### src/sv/cdm_pkg.sv
// ---------------------------------------------------------------------------
// cdm_pkg
// Shared constants, types and angle table for the concentric disk mapper.
// ---------------------------------------------------------------------------
package cdm_pkg;

  localparam int FracBitsDef     = 16;
  localparam int CordicStagesDef = 16;
  localparam int AtanEntries     = 24;
  localparam int QueueDepth      = 4;

  localparam logic [29:0] Pi4Q30       = 30'd843314856;
  localparam logic [29:0] CordicGainInv = 30'd652032874;

  localparam logic [1:0] RegionE = 2'd0;
  localparam logic [1:0] RegionN = 2'd1;
  localparam logic [1:0] RegionW = 2'd2;
  localparam logic [1:0] RegionS = 2'd3;

  // Classified sample handed from front to back.
  typedef struct packed {
    logic [1:0]  region;
    logic [16:0] r_mag;   // radius, units of 2^-16, 0..65536
    logic [16:0] num_mag;
    logic [16:0] den_mag;
    logic        neg;
    logic        end_flag;
  } cdm_item_t;

  function automatic logic [29:0] atan_q30(input int i);
    logic [29:0] t;
    unique case (i)
      0: t = 30'h3243F6A8;  1: t = 30'h1DAC6705;  2: t = 30'h0FADBAFC;
      3: t = 30'h07F56EA6;  4: t = 30'h03FEAB76;  5: t = 30'h01FFD55B;
      6: t = 30'h00FFFAAA;  7: t = 30'h007FFF55;  8: t = 30'h003FFFEA;
      9: t = 30'h001FFFFD; 10: t = 30'h000FFFFF; 11: t = 30'h0007FFFF;
      12: t = 30'h0003FFFF; 13: t = 30'h0001FFFF; 14: t = 30'h0000FFFF;
      15: t = 30'h00007FFF; 16: t = 30'h00003FFF; 17: t = 30'h00001FFF;
      18: t = 30'h00000FFF; 19: t = 30'h000007FF; 20: t = 30'h000003FF;
      21: t = 30'h000001FF; 22: t = 30'h000000FF; 23: t = 30'h0000007F;
      default: t = '0;
    endcase
    return t;
  endfunction

endpackage

### src/sv/cdm_queue.sv
// ---------------------------------------------------------------------------
// cdm_queue
// Short FIFO between front and back; full throughput except while full, four-entry register file.
// ---------------------------------------------------------------------------
module cdm_queue (
  input  logic                clk,
  input  logic                rst_n,
  input  logic                w_valid,
  output logic                w_ready,
  input  cdm_pkg::cdm_item_t  w_item,
  output logic                r_valid,
  input  logic                r_ready,
  output cdm_pkg::cdm_item_t  r_item
);
  import cdm_pkg::*;

  localparam int AW = $clog2(QueueDepth);

  cdm_item_t       mem_r [QueueDepth];
  logic [AW-1:0]   wp_r, rp_r;
  logic [AW:0]     cnt_r;
  logic            push, pop;

  assign w_ready = (cnt_r != (AW+1)'(QueueDepth));
  assign r_valid = (cnt_r != '0);
  assign r_item  = mem_r[rp_r];
  assign push    = w_valid && w_ready;
  assign pop     = r_valid && r_ready;

  always_ff @(posedge clk) begin
    if (!rst_n) begin
      wp_r  <= '0;
      rp_r  <= '0;
      cnt_r <= '0;
    end else begin
      if (push) wp_r <= wp_r + 1'b1;
      if (pop)  rp_r <= rp_r + 1'b1;
      cnt_r <= cnt_r + (AW+1)'(push) - (AW+1)'(pop);
    end
    if (push) mem_r[wp_r] <= w_item;
  end

endmodule

### config.mk
export PLATFORM = sky130hd
export DESIGN_NAME = cdm_queue
export DESIGN_NICKNAME = d
export VERILOG_FILES = /design/src/sv/cdm_pkg.sv /design/src/sv/cdm_queue.sv
export SDC_FILE = /design/constraint.sdc
export NUM_CORES = 1
export LEC_CHECK = 0
export BUFFER_PORTS_ARGS = -buffer_cell sky130_fd_sc_hd__buf_2
export CAP_MARGIN = 5
export CORE_MARGIN = 5
export CORE_UTILIZATION = 37
export CTS_BUF_LIST = sky130_fd_sc_hd__clkbuf_8
export DETAILED_ROUTE_END_ITERATION = 12
export MAX_ROUTING_LAYER = met4
export PLACE_DENSITY = 0.58
export SETUP_SLACK_MARGIN = 0.4
export SKIP_LAST_GASP = 1
export SLEW_MARGIN = 10
export SYNTH_ARGS = -nofsm -noshare
export SYNTH_HDL_FRONTEND = slang
export SYNTH_SLANG_ARGS = --single-unit
### constraint.sdc
create_clock -name clk -period 4 [get_ports clk]
set_clock_uncertainty 0.1 [all_clocks]
set_input_delay 0 -clock clk [delete_from_list [all_inputs] [get_ports clk]]
set_output_delay 0 -clock clk [all_outputs]
set_load 0.1 [all_outputs]
## Word-level counts from Yosys, hierarchy flattened

Memory sizes are Yosys's and may differ from the RTL's. A register that Yosys moved wholly into a read port is not among the register bits.
Index checks and enable logic that the tools add are counted.

- Memory bits (writable): 220
- Bits of input ports: 59
- Flip-flop bits (word level): 7
- Logic and storage cells: 16
- Memories kept: 1

- Equal/unequal tests: 1
- Add/sub/neg operators: 4
- Muxes and demuxes: 4
- Reduce and logical (&&, ||, !) cells: 3

Memories:

| memory | words | width | rd ports | clocked after Yosys merged registers in | write ports | line | RTL |
|---|---|---|---|---|---|---|---|
| mem_r | 4 | 55 | 1 | 1 | 1 | cdm_queue.sv:19 | `cdm_item_t mem_r [QueueDepth];` |

Operators by type and width:

| cell | count |
|---|---|
| adder 2 x 1 -> 2 bit (second input constant) | 2 |
| 2-to-1 mux 2 bit | 2 |
| adder 3 x 1 -> 3 bit | 1 |
| != test 3 bit (second input constant) | 1 |
| nonzero test 3 bit | 1 |
| subtractor 3 x 1 -> 3 bit | 1 |
| logical AND 1 bit | 2 |
| 2-to-1 mux 1 bit | 2 |

## Depth between registers and ports, before layout

- Word-level depth: 4
- Gate-level depth with buffers: 11
- Depth with buffers taken out: 11

## Least setup slack after synthesis

OpenSTA, ideal clock, no wires.

- Kind: flip-flop to flip-flop
- Start point: register cnt_r[1]
- End point: memory mem_r[0][0] (netlist name), enable pin
- Library setup time: 0.418 ns
- Period minus slack after synthesis: 2.647 ns
- Required time: 3.482 ns
- Stages on the path, launching flop included: 4
- Data arrival time: 2.129 ns
- Slack: 1.353 ns
- Path buffers: 0
- Cell sequence: dfxtp_1 -> nor2_1 -> a21boi_2 -> and2_1

- Longest elaborated chain between the ends: 4

RTL lines:

| item | line | RTL |
|---|---|---|
| from (decl) | cdm_queue.sv:21 | `logic [AW:0] cnt_r;` |
| from (signal assigned) | cdm_queue.sv:38 | `cnt_r <= cnt_r + (AW+1)'(push) - (AW+1)'(pop);` |
| != test 3 bit | cdm_queue.sv:24 | `assign w_ready = (cnt_r != (AW+1)'(QueueDepth));` |
| logical AND 1 bit | cdm_queue.sv:27 | `assign push = w_valid && w_ready;` |
| 2-to-1 mux 1 bit | cdm_queue.sv:40 | `if (push) mem_r[wp_r] <= w_item;` |
| 2-to-1 mux 1 bit (not written as such) | cdm_queue.sv:40 |  |
| to (decl) | cdm_queue.sv:19 |  |

Every way passes these cells.

==> run metrics <==
outcome completed; CTS buffer count 39; flip-flop and latch count after synthesis roughly 230; pin count of the biggest net entering global routing between 50 and 60; Clock Latency Late Sink 0.50 ns; fin crit period 2.72 ns; worst hold path class input port to register; first-pass iteration count of the detailed router 4; share of the synthesized area in the top cell type between 70% and 80%; die height approximately 160 µm; syn nets 401; Switching Share ~43%; reg-to-reg endpoint cnt_r[2]$_SDFF_PN0_; post-synthesis area per instance around 25 µm²; Post-Syn Instances about 340; routed vias a little over 4000; CTS tree yes; Max Fanout on Critical Path 28; Total GRT Usage 12.4%; post-synthesis sequential area ratio between 80% and 90%; CTS Root Cell clkbuf_8; RD Place Congestion between 0.7 and 0.8; total die area about 26000 µm²; Final Instance Count excl. Fillers 850; Clock transition at path regs 0.05 ns; CP max stage delay about 0.75 ns; post-CTS setup repair buffer count 0; DR vias/cell 4.74; P_sw around 3.4 mW; vias in the first global route 4524; CP Cell Sequence buf_4, mux4_1, buf_2; Placed Cells 724; RSZ-0062 raised after global routing no; Final Util 46.8%; Min Hold Slack approximately 0.15 ns; number of routed nets with antenna violations 0; DRC 0; Rows 55; total length of routed wires about 15000 µm; internal cell power 4.57 mW; top cell type by total area after synthesis edfxtp_1; Gate power share 38.2%; kind of cell adding the most delay to the critical path flip-flops; Seq. cell area about 6800 µm²; Pwr Total 7.95 mW; fin area around 11000 µm²; final period utilization between 60% and 70%; initial detailed-routing violation count 138; ANT cells 0; wire length per cell about 18 µm; worst-margin pin slew around 0.88 ns; Slew Limit Fails 0; first-pass GRT wire length around 24000 µm; Synth area leaders edfxtp_1 (78%), mux4_2 (13%), dfxtp_1 (2.1%); CP required roughly 3.9 ns; slew margin rel. between 40% and 50%; IO buf count about 120; Leak 3.66 nW; Max Clk Rate 0.367 GHz; core outline area ~23000 µm²; Worst VDD drop 0.000614 V; post-route setup TNS 0 ns; Multi-input gate area ~1500 µm²; placed cell areas around 9300 µm²; distinct cell type count after synthesis 22; hold path depth 2; Area growth syn-to-layout 24.7%; Worst Hold Launch w_item[45]; Final setup viols 0; number of synthesis warnings 0; Worst R2R Start cnt_r[1]$_SDFF_PN0_; HPWL after DPL roughly 8400 µm; Clock Path Buffers 3; Worst Hold End mem_r[0][45]$_DFFE_PP_; crit path DAT between 2 and 3 ns; maxcap violations 0; Crit-path slowest cell dfxtp_4; FF-to-FF setup slack 1.46 ns; CP Class register to output pin; H-tree depth 2; Seq pwr share between 30% and 40%; antenna violations before repair 0; final global-route overflow total 0; R2R depth 11; post-synthesis instance area between 8000 and 9000 µm²; pwr/cell area about 750 nW/µm²; commonest non-fill, non-tap cells in the layout edfxtp_1 (220), buf_2 (115), dlygate4sd3_1 (59), mux4_2 (50), clkbuf_8 (43); fill count roughly 1900; Startpoint Class register; commonest non-fill, non-tap cell in the layout edfxtp_1; Setup crit end kind output pin; die width 161 µm; clock share of power 22.9%; worst path bufs/invs 2; I/O pins 116; clock sink count around 230; final hold violations 0; DP Worst Slack about 1.5 ns; final setup margin around 1.3 ns; nets 605; initial core utilization between 30% and 40%; layout cells sized above 1 between 30% and 40%
worst max-delay path by stage:
stage,endpoint,slack [ns],cells past startpoint
global placement,cnt_r[2]$_SDFF_PN0_,1.58,11
floorplan,mem_r[0][0]$_DFFE_PP_,1.35,3
finish,r_item[53],1.28,3
CTS,r_item[53],1.11,3
detailed placement,cnt_r[2]$_SDFF_PN0_,1.46,11
global route,r_item[53],1.02,3
synthesized netlist by cell type:
cell type  number
o31a_1          1
clkbuf_2        1
nand2_1         5
buf_12          5
inv_1           5
fa_1            1
or3_1           1
buf_6           1
nor2_1          1
a21boi_2        1
mux2i_1         2
ha_1            6
edfxtp_1      220
and2_1          7
clkbuf_1        1
o311ai_1        1
xnor2_1         4
mux4_2         50
mux4_1          5
dfxtp_1         9
buf_2           5
nor2b_1         3
power by group through the flow:
stage | Clock, mW | Combinational [mW] | Sequential, mW
6_report | 1.82 | 3.04 | 3.09
3_5_place_dp | 0 | 3.03 | 3.16
5_1_grt | 2.01 | 3.16 | 3.13
2_1_floorplan | 0 | 2.75 | 3.02
4_1_cts | 1.89 | 3.08 | 3.11
3_3_place_gp | 0 | 3.01 | 3.14
layer usage:
layer  GRT usage, %  part of all wire, %  wire (µm)
met1           15.3                   42       6580
met2           20.2                   50       7740
met3           3.39                  5.6        865
met4           3.92                  2.0        314
met5              -                    0          0
flip-flops by register name (all words and copies together), names as in the netlist, named ones only:
name,count
rp_r,2
wp_r,2
cnt_r,3
mem_r,220
cell families (layout without fill, tap and decap cells):
group / count (synthesis) / count (layout) / share of synthesized area (%)
AOI/OAI and AO/OA: 3 / 3 / 0.339
xor gates and xnor gates: 4 / 4 / 0.413
adders and majority gates: 7 / 7 / 1.12
buffers and inverters: 18 / 248 / 1.93
DFF: 229 / 229 / 80.0
muxes: 57 / 57 / 15.1
and+or+nand+nor: 17 / 17 / 1.08
worst reg2reg max path, stage by stage, from the launching register on:
cell and delay [ns]:
dfxtp_1 0.44, nor2_1 0.11, a21boi_2 0.33, inv_1 0.08
ha_1 0.29, inv_1 0.06, ha_1 0.14, inv_1 0.05
fa_1 0.38, xnor2_1 0.15, xnor2_1 0.13, and2_1 0.17
layout make-up:
class / instances / share of cell area [%]
Clock inverter: 24 / 0.864
Multi-Input combinational cell: 88 / 14.5
Inverter: 5 / 0.178
Sequential cell: 229 / 64.3
Tap cell: 285 / 3.37
Clock buffer: 43 / 5.60
Timing Repair Buffer: 176 / 11.2
timing repair:
item | 4_1_cts | 5_1_grt
gates resized for setup | 0 | 0
hold endpoints to repair | 229 | 0
hold buffers | 59 | 0
setup endpoints to repair | 0 | 0
No activity file was read; power rests on OpenSTA's default activity.
