## src/sv/cdm_pkg.sv

```systemverilog
// ---------------------------------------------------------------------------
// cdm_pkg
// Shared constants, types and angle table for the concentric disk mapper.
// ---------------------------------------------------------------------------
package cdm_pkg;

  localparam int FracBitsDef     = 16;
  localparam int CordicStagesDef = 16;
  localparam int AtanEntries     = 24;
  localparam int QueueDepth      = 4;

  localparam logic [29:0] Pi4Q30       = 30'd843314856;
  localparam logic [29:0] CordicGainInv = 30'd652032874;

  localparam logic [1:0] RegionE = 2'd0;
  localparam logic [1:0] RegionN = 2'd1;
  localparam logic [1:0] RegionW = 2'd2;
  localparam logic [1:0] RegionS = 2'd3;

  // Classified sample handed from front to back.
  typedef struct packed {
    logic [1:0]  region;
    logic [16:0] r_mag;   // radius, units of 2^-16, 0..65536
    logic [16:0] num_mag;
    logic [16:0] den_mag;
    logic        neg;
    logic        end_flag;
  } cdm_item_t;

  function automatic logic [29:0] atan_q30(input int i);
    logic [29:0] t;
    unique case (i)
      0: t = 30'h3243F6A8;  1: t = 30'h1DAC6705;  2: t = 30'h0FADBAFC;
      3: t = 30'h07F56EA6;  4: t = 30'h03FEAB76;  5: t = 30'h01FFD55B;
      6: t = 30'h00FFFAAA;  7: t = 30'h007FFF55;  8: t = 30'h003FFFEA;
      9: t = 30'h001FFFFD; 10: t = 30'h000FFFFF; 11: t = 30'h0007FFFF;
      12: t = 30'h0003FFFF; 13: t = 30'h0001FFFF; 14: t = 30'h0000FFFF;
      15: t = 30'h00007FFF; 16: t = 30'h00003FFF; 17: t = 30'h00001FFF;
      18: t = 30'h00000FFF; 19: t = 30'h000007FF; 20: t = 30'h000003FF;
      21: t = 30'h000001FF; 22: t = 30'h000000FF; 23: t = 30'h0000007F;
      default: t = '0;
    endcase
    return t;
  endfunction

endpackage

```

## src/sv/cdm_front.sv

```systemverilog
// ---------------------------------------------------------------------------
// cdm_front
// Scales a sample to [-1,1), picks the region and the radius, numerator and
// denominator magnitudes. One registered stage with skid-free valid/ready.
// ---------------------------------------------------------------------------
module cdm_front (
  input  logic                clk,
  input  logic                rst_n,
  input  logic                in_valid,
  output logic                in_ready,
  input  logic [15:0]         sample_u,
  input  logic [15:0]         sample_v,
  input  logic                end_of_set,
  output logic                f_valid,
  input  logic                f_ready,
  output cdm_pkg::cdm_item_t  f_item
);
  import cdm_pkg::*;

  logic        valid_r;
  cdm_item_t   item_r, item_nxt;
  logic signed [17:0] x, y, nx, ny;

  assign in_ready = !valid_r || f_ready;
  assign f_valid  = valid_r;
  assign f_item   = item_r;

  always_comb begin
    x = $signed({1'b0, sample_u, 1'b0}) - 18'sd65536;
    y = $signed({1'b0, sample_v, 1'b0}) - 18'sd65536;
    nx = -x;
    ny = -y;
    item_nxt = '0;
    item_nxt.end_flag = end_of_set;
    if (x > ny) begin
      if (x > y) begin
        item_nxt.region = RegionE;
        item_nxt.r_mag = x[16:0];
        item_nxt.num_mag = y[17] ? ny[16:0] : y[16:0];
        item_nxt.den_mag = x[16:0];
        item_nxt.neg = y[17];
      end else begin
        item_nxt.region = RegionN;
        item_nxt.r_mag = y[16:0];
        item_nxt.num_mag = x[17] ? nx[16:0] : x[16:0];
        item_nxt.den_mag = y[16:0];
        item_nxt.neg = (nx[17] != 1'b0);
      end
    end else begin
      if (x < y) begin
        item_nxt.region = RegionW;
        item_nxt.r_mag = nx[16:0];
        item_nxt.num_mag = y[17] ? ny[16:0] : y[16:0];
        item_nxt.den_mag = nx[16:0];
        item_nxt.neg = (y[17] != x[17]) && (y != 0) && (x != 0);
      end else begin
        item_nxt.region = RegionS;
        item_nxt.r_mag = ny[16:0];
        item_nxt.num_mag = x[17] ? nx[16:0] : x[16:0];
        item_nxt.den_mag = ny[16:0];
        item_nxt.neg = (nx[17] != y[17]) && (x != 0) && (y != 0);
      end
    end
  end

  always_ff @(posedge clk) begin
    if (!rst_n) begin
      valid_r <= 1'b0;
    end else if (in_ready) begin
      valid_r <= in_valid;
    end
    if (in_ready && in_valid) begin
      item_r <= item_nxt;
    end
  end

endmodule

```

## config.mk

```make
export PLATFORM = sky130hd
export DESIGN_NAME = cdm_front
export DESIGN_NICKNAME = d
export VERILOG_FILES = /design/src/sv/cdm_pkg.sv /design/src/sv/cdm_front.sv
export SDC_FILE = /design/constraint.sdc
export NUM_CORES = 1
export LEC_CHECK = 0
export ABC_CLOCK_PERIOD_IN_PS = 4600
export BUFFER_PORTS_ARGS = -buffer_cell sky130_fd_sc_hd__buf_4
export CORE_UTILIZATION = 27
export DETAILED_ROUTE_END_ITERATION = 6
export PLACE_DENSITY = 0.56
export SKIP_CTS_REPAIR_TIMING = 1
export SLEW_MARGIN = 30
export SYNTH_ARGS = -nofsm -noshare
export SYNTH_HDL_FRONTEND = slang
export SYNTH_SLANG_ARGS = --single-unit
```

## constraint.sdc

```tcl
create_clock -name clk -period 4.6 [get_ports clk]
set_input_delay 0 -clock clk [delete_from_list [all_inputs] [get_ports clk]]
set_output_delay 0 -clock clk [all_outputs]
set_load 0.01 [all_outputs]
```

After elaboration in Yosys (flattened, before gate mapping)
Cells that the tools add are included.
W data, S select, Z words.
- register bits after elaboration: 56
- input bits: 37
- word-level logic and storage cells: 30
- add/sub/neg operators: 4
- order comparisons: 3
- eq/ne operators: 2
- mux-type cells: 5
- reduce and logical (&&, ||, !) cells: 9
- operators with widths (kind ; number):
    $mux W53 ; 2
    $reduce_bool A32 Y1 ; 2
    $mux W54 ; 1
    $gt A18 B18 Y1 ; 2
    $neg A18 Y18 ; 2
    $sub A17 B17 Y18 const B ; 2
    $mux W17 ; 2
    $lt A18 B18 Y1 ; 1
    $logic_and A1 B1 Y1 ; 5
    $ne A1 B1 Y1 ; 2
    $logic_not A1 Y1 ; 1
    $logic_or A1 B1 Y1 ; 1

Longest topological paths before layout
- depth after elaboration: 7
- gate-level depth with buffers: 18
- mapped depth without buffers: 15

Worst setup path before layout
OpenSTA, ideal clock, no wires.
- path kind: input to register
- from: input port sample_v[0]
- to: register item_r, in the netlist f_item[35] (data pin)
- library setup time: 0.262 ns
- arrival time: 3.148 ns
- data required time: 4.338 ns
- setup slack: 1.190 ns
- cell stages on the path: 17
- buffers on the path: 2
- path through: inv_1 ha_1 and3_1 clkbuf_1 nand2_1 or3_1 nor3_1 ha_1 inv_1 ha_1 nand4_1 nor3_1 o41a_1 o21ai_1 mux2_2 buf_6 mux2_1
- RTL lines (item ; RTL line ; text):
    start: declaration ; cdm_front.sv:12 ; input logic [15:0] sample_v,
    end signal: assignment ; cdm_front.sv:73 ; item_r <= item_nxt;
    end: declaration ; cdm_front.sv:21 ; cdm_item_t item_r, item_nxt;

==> flow_metrics.py <==
metrics = {
    "sta": {
        "skew_ns": 0.0108,
        "min_period_ns": 3.69,
        "slew_headroom_pct": 39.9,
        "fin_tns_setup_ns": 0,
        "max_slew.worst_pin.slew_ns": 0.902,
        "fin_crit_sh_pct": 80.2,
        "hold_viol": 0,
        "setup_viol": 0,
        "max_freq_mhz": 271,
        "drv_slew": 0,
        "holdWs_ns": 0.127,
        "grt_setup_unrepaired": "false",
    },
    "job": {
        "max_cap_violations": 0,
    },
    "grt": {
        "grt_overflow": 0,
        "grt_pass1_vias": 3041,
        "antenna_found_initial": 0,
        "grt_max_degree": 37,
        "grtUsageTotal_pct": 14.4,
        "grt_pass1_wl_um": 16100,
    },
    "yosys": {
        "synthesis.area_mm2": 0.00380,
        "synthXorXnorAreaFrac_pct": 12.0,
        "avgSynthCellArea_um2": 9.67,
        "syn_inst": 393,
        "synth_top_family_by_area": "multiplexers",
        "synth_compound_area_share_pct": 6.55,
        "synthArstFlopShare_pct": 0,
        "synth_cell_types": 47,
        "ys_seq_elements": 37,
        "synth.area.mux_share_pct": 16.9,
        "yosys.area_share.simple_pct": 13.5,
        "synth_edf_count": 36,
        "synth_top_flop_cell": "edfxtp_1",
        "ys_seq_area_share_pct": 29.0,
        "synth_fa_ha_area_share_pct": 12.8,
        "synth.yosys.warnings": 0,
    },
    "placement": {
        "hpwl_um": 7860,
        "place_congestion": 0.885,
        "port_buffers": 90,
    },
    "setup_path": {
        "critPathArrivalTime_ns": 3.82,
        "critPathLaunchType": "input pin",
        "worstSetupPathType": "in2reg",
        "required_ns": 4.73,
        "ff2ff_path_depth": 2,
        "crit_path_end_kind": "register",
        "path_max_fanout": 13,
    },
    "floorplan": {
        "io_pins": 94,
        "die_y_um": 121,
        "die_w_um": 121,
        "initial_core_util_pct": 28.1,
        "die_area_mm2": 0.0145,
        "rows": 42,
        "core_mm2": 0.0135,
    },
    "outcome": {
        "status": "finished, final reports clean",
    },
    "power": {
        "net-switching-power_mw": 0.412,
        "internal_power_mw": 0.894,
        "vdd_drop_max_v": 0.000135,
        "seq_power_share_pct": 34.4,
        "p_comb_share_pct": 38.6,
        "powerDensity_mw_per_mm2": 278,
        "power.share.switching_pct": 31.5,
        "p_clk_share_pct": 27.0,
        "p_leak_nw": 2.08,
    },
    "clock_network": {
        "clock_sinks": 37,
        "cts_root_buf": "clkbuf_16",
        "clk_pin_slew_ns": 0.06,
        "htreeDepth": 2,
        "clock_path_buffers": 2,
        "cts_tree": "done",
        "clk_latency_ns": 0.29,
        "cts_made_buffers": 5,
    },
    "drt": {
        "via_per_inst": 4.72,
        "num_vias": 3041,
        "initialDrtViolationCount": 116,
        "antenna_left": 0,
        "wire_per_inst_um": 16.0,
        "drt_wl_total_um": 10300,
        "drc": 0,
        "dr.pass1.iters": 4,
    },
    "min_path": {
        "holdPathStages": 3,
        "hp-class": "in2reg",
    },
    "finish": {
        "drive_gt1_share_pct": 26.5,
        "fin_nets": 542,
        "syn2layout_area_growth_pct": 23.7,
        "antenna_cells": 0,
        "mostFrequentLayoutCells": "94 x buf_4, 49 x xnor2_1, 44 x mux2i_1",
        "final_common_cell": "buf_4",
    },
}
[Yosys cell counts (all sizes together), types with 2 or more instances]
| cell type | n | area share [%] |
|---|---|---|
| a21o | 2 | 0.40 |
| or4 | 4 | 0.79 |
| a21oi | 13 | 1.7 |
| nor3b | 2 | 0.40 |
| mux2 | 18 | 5.3 |
| and4 | 2 | 0.46 |
| clkbuf | 7 | 0.69 |
| a21boi | 2 | 0.40 |
| xor2 | 3 | 0.69 |
| buf | 25 | 5.0 |
| mux2i | 44 | 12 |
| inv | 35 | 3.5 |
| and2 | 6 | 0.99 |
| and3 | 6 | 0.99 |
| nand4 | 7 | 1.2 |
| nor2 | 33 | 3.3 |
| nand2 | 12 | 1.2 |
| xnor2 | 49 | 11 |
| edfxtp | 36 | 28 |
| a221oi | 2 | 0.46 |
| ha | 38 | 13 |
| o21ai | 6 | 0.79 |
| nor3 | 12 | 1.8 |
| nand3 | 7 | 0.92 |
| nor4 | 5 | 0.82 |
| a211oi | 4 | 0.92 |
[stage by stage]
stage                     util [%]  std cells  instance area (um^2)  worst slack (ns)  power, mW
after global placement        33.5        633                  4520             0.739      0.956
after floorplan                  -        395                  3810              1.19      0.789
after detailed placement      33.5        633                  4520             0.585      0.960
final                         34.8        644                  4700             0.912       1.31
after global routing          34.8        644                  4700             0.580       1.38
after CTS                     34.6        641                  4670             0.917       1.32
[sequential cells by signal, summed over array words and instances (netlist names)]
signal,cells
f_item,36
f_valid,1
[final cells by class]
class / count / area [um^2]
Clock buffer: 8 / 146
Fill cell: 1370 / 8810
Inverter: 35 / 131
Multi-Input combinational cell: 291 / 2360
Sequential cell: 37 / 1100
Tap cell: 176 / 220
Timing Repair Buffer: 97 / 736
[power by group through the flow]
| stage | registers [mW] | clock network [mW] | logic, mW |
|---|---|---|---|
| 3_3_place_gp | 0.456 | 0 | 0.500 |
| 2_1_floorplan | 0.475 | 0 | 0.314 |
| 5_1_grt | 0.454 | 0.376 | 0.549 |
| 4_1_cts | 0.450 | 0.364 | 0.506 |
| 3_5_place_dp | 0.456 | 0 | 0.504 |
| 6_report | 0.448 | 0.352 | 0.504 |
[per-layer routing]
layer	vias to the layer above	track usage (%)	wire length [um]
li1	1516	-	-
met4	0	4.24	133
met5	-	0	0
met1	1435	19.9	4900
met3	8	1.89	436
met2	82	23.4	4810
[path summary, 6_finish.rpt]
check,startpoint,end,slack [ns]
setup / recovery,sample_v[0],f_item[22]$_DFFE_PP_,0.91
hold / removal,sample_v[3],f_item[23]$_DFFE_PP_,0.13
setup reg to reg,f_valid$_SDFFE_PN0N_,f_item[33]$_DFFE_PP_,3.04
hold reg to reg,f_valid$_SDFFE_PN0N_,f_valid$_SDFFE_PN0N_,1.09
[kinds of logic after synthesis]
group | count (synthesis)
AOI/OAI and AO/OA | 35
xor gates and xnor gates | 52
adders and majority gates | 39
buffers and inverters | 67
DFF | 37
muxes | 62
other | 1
and+or+nand+nor | 100
[critical path, stage by stage]
cell and delay (ns):
buf_4 0.12, inv_1 0.10, ha_1 0.23, and3_1 0.38, nand2_1 0.17, or3_1 0.45, nor3_1 0.16, ha_1 0.14
inv_1 0.04, ha_1 0.31, nand4_1 0.15, nor3_1 0.28, o41a_1 0.21, o21ai_2 0.06, mux2_2 0.51, buf_4 0.27
mux2i_1 0.22
No activity file was read; power rests on OpenSTA's default activity.
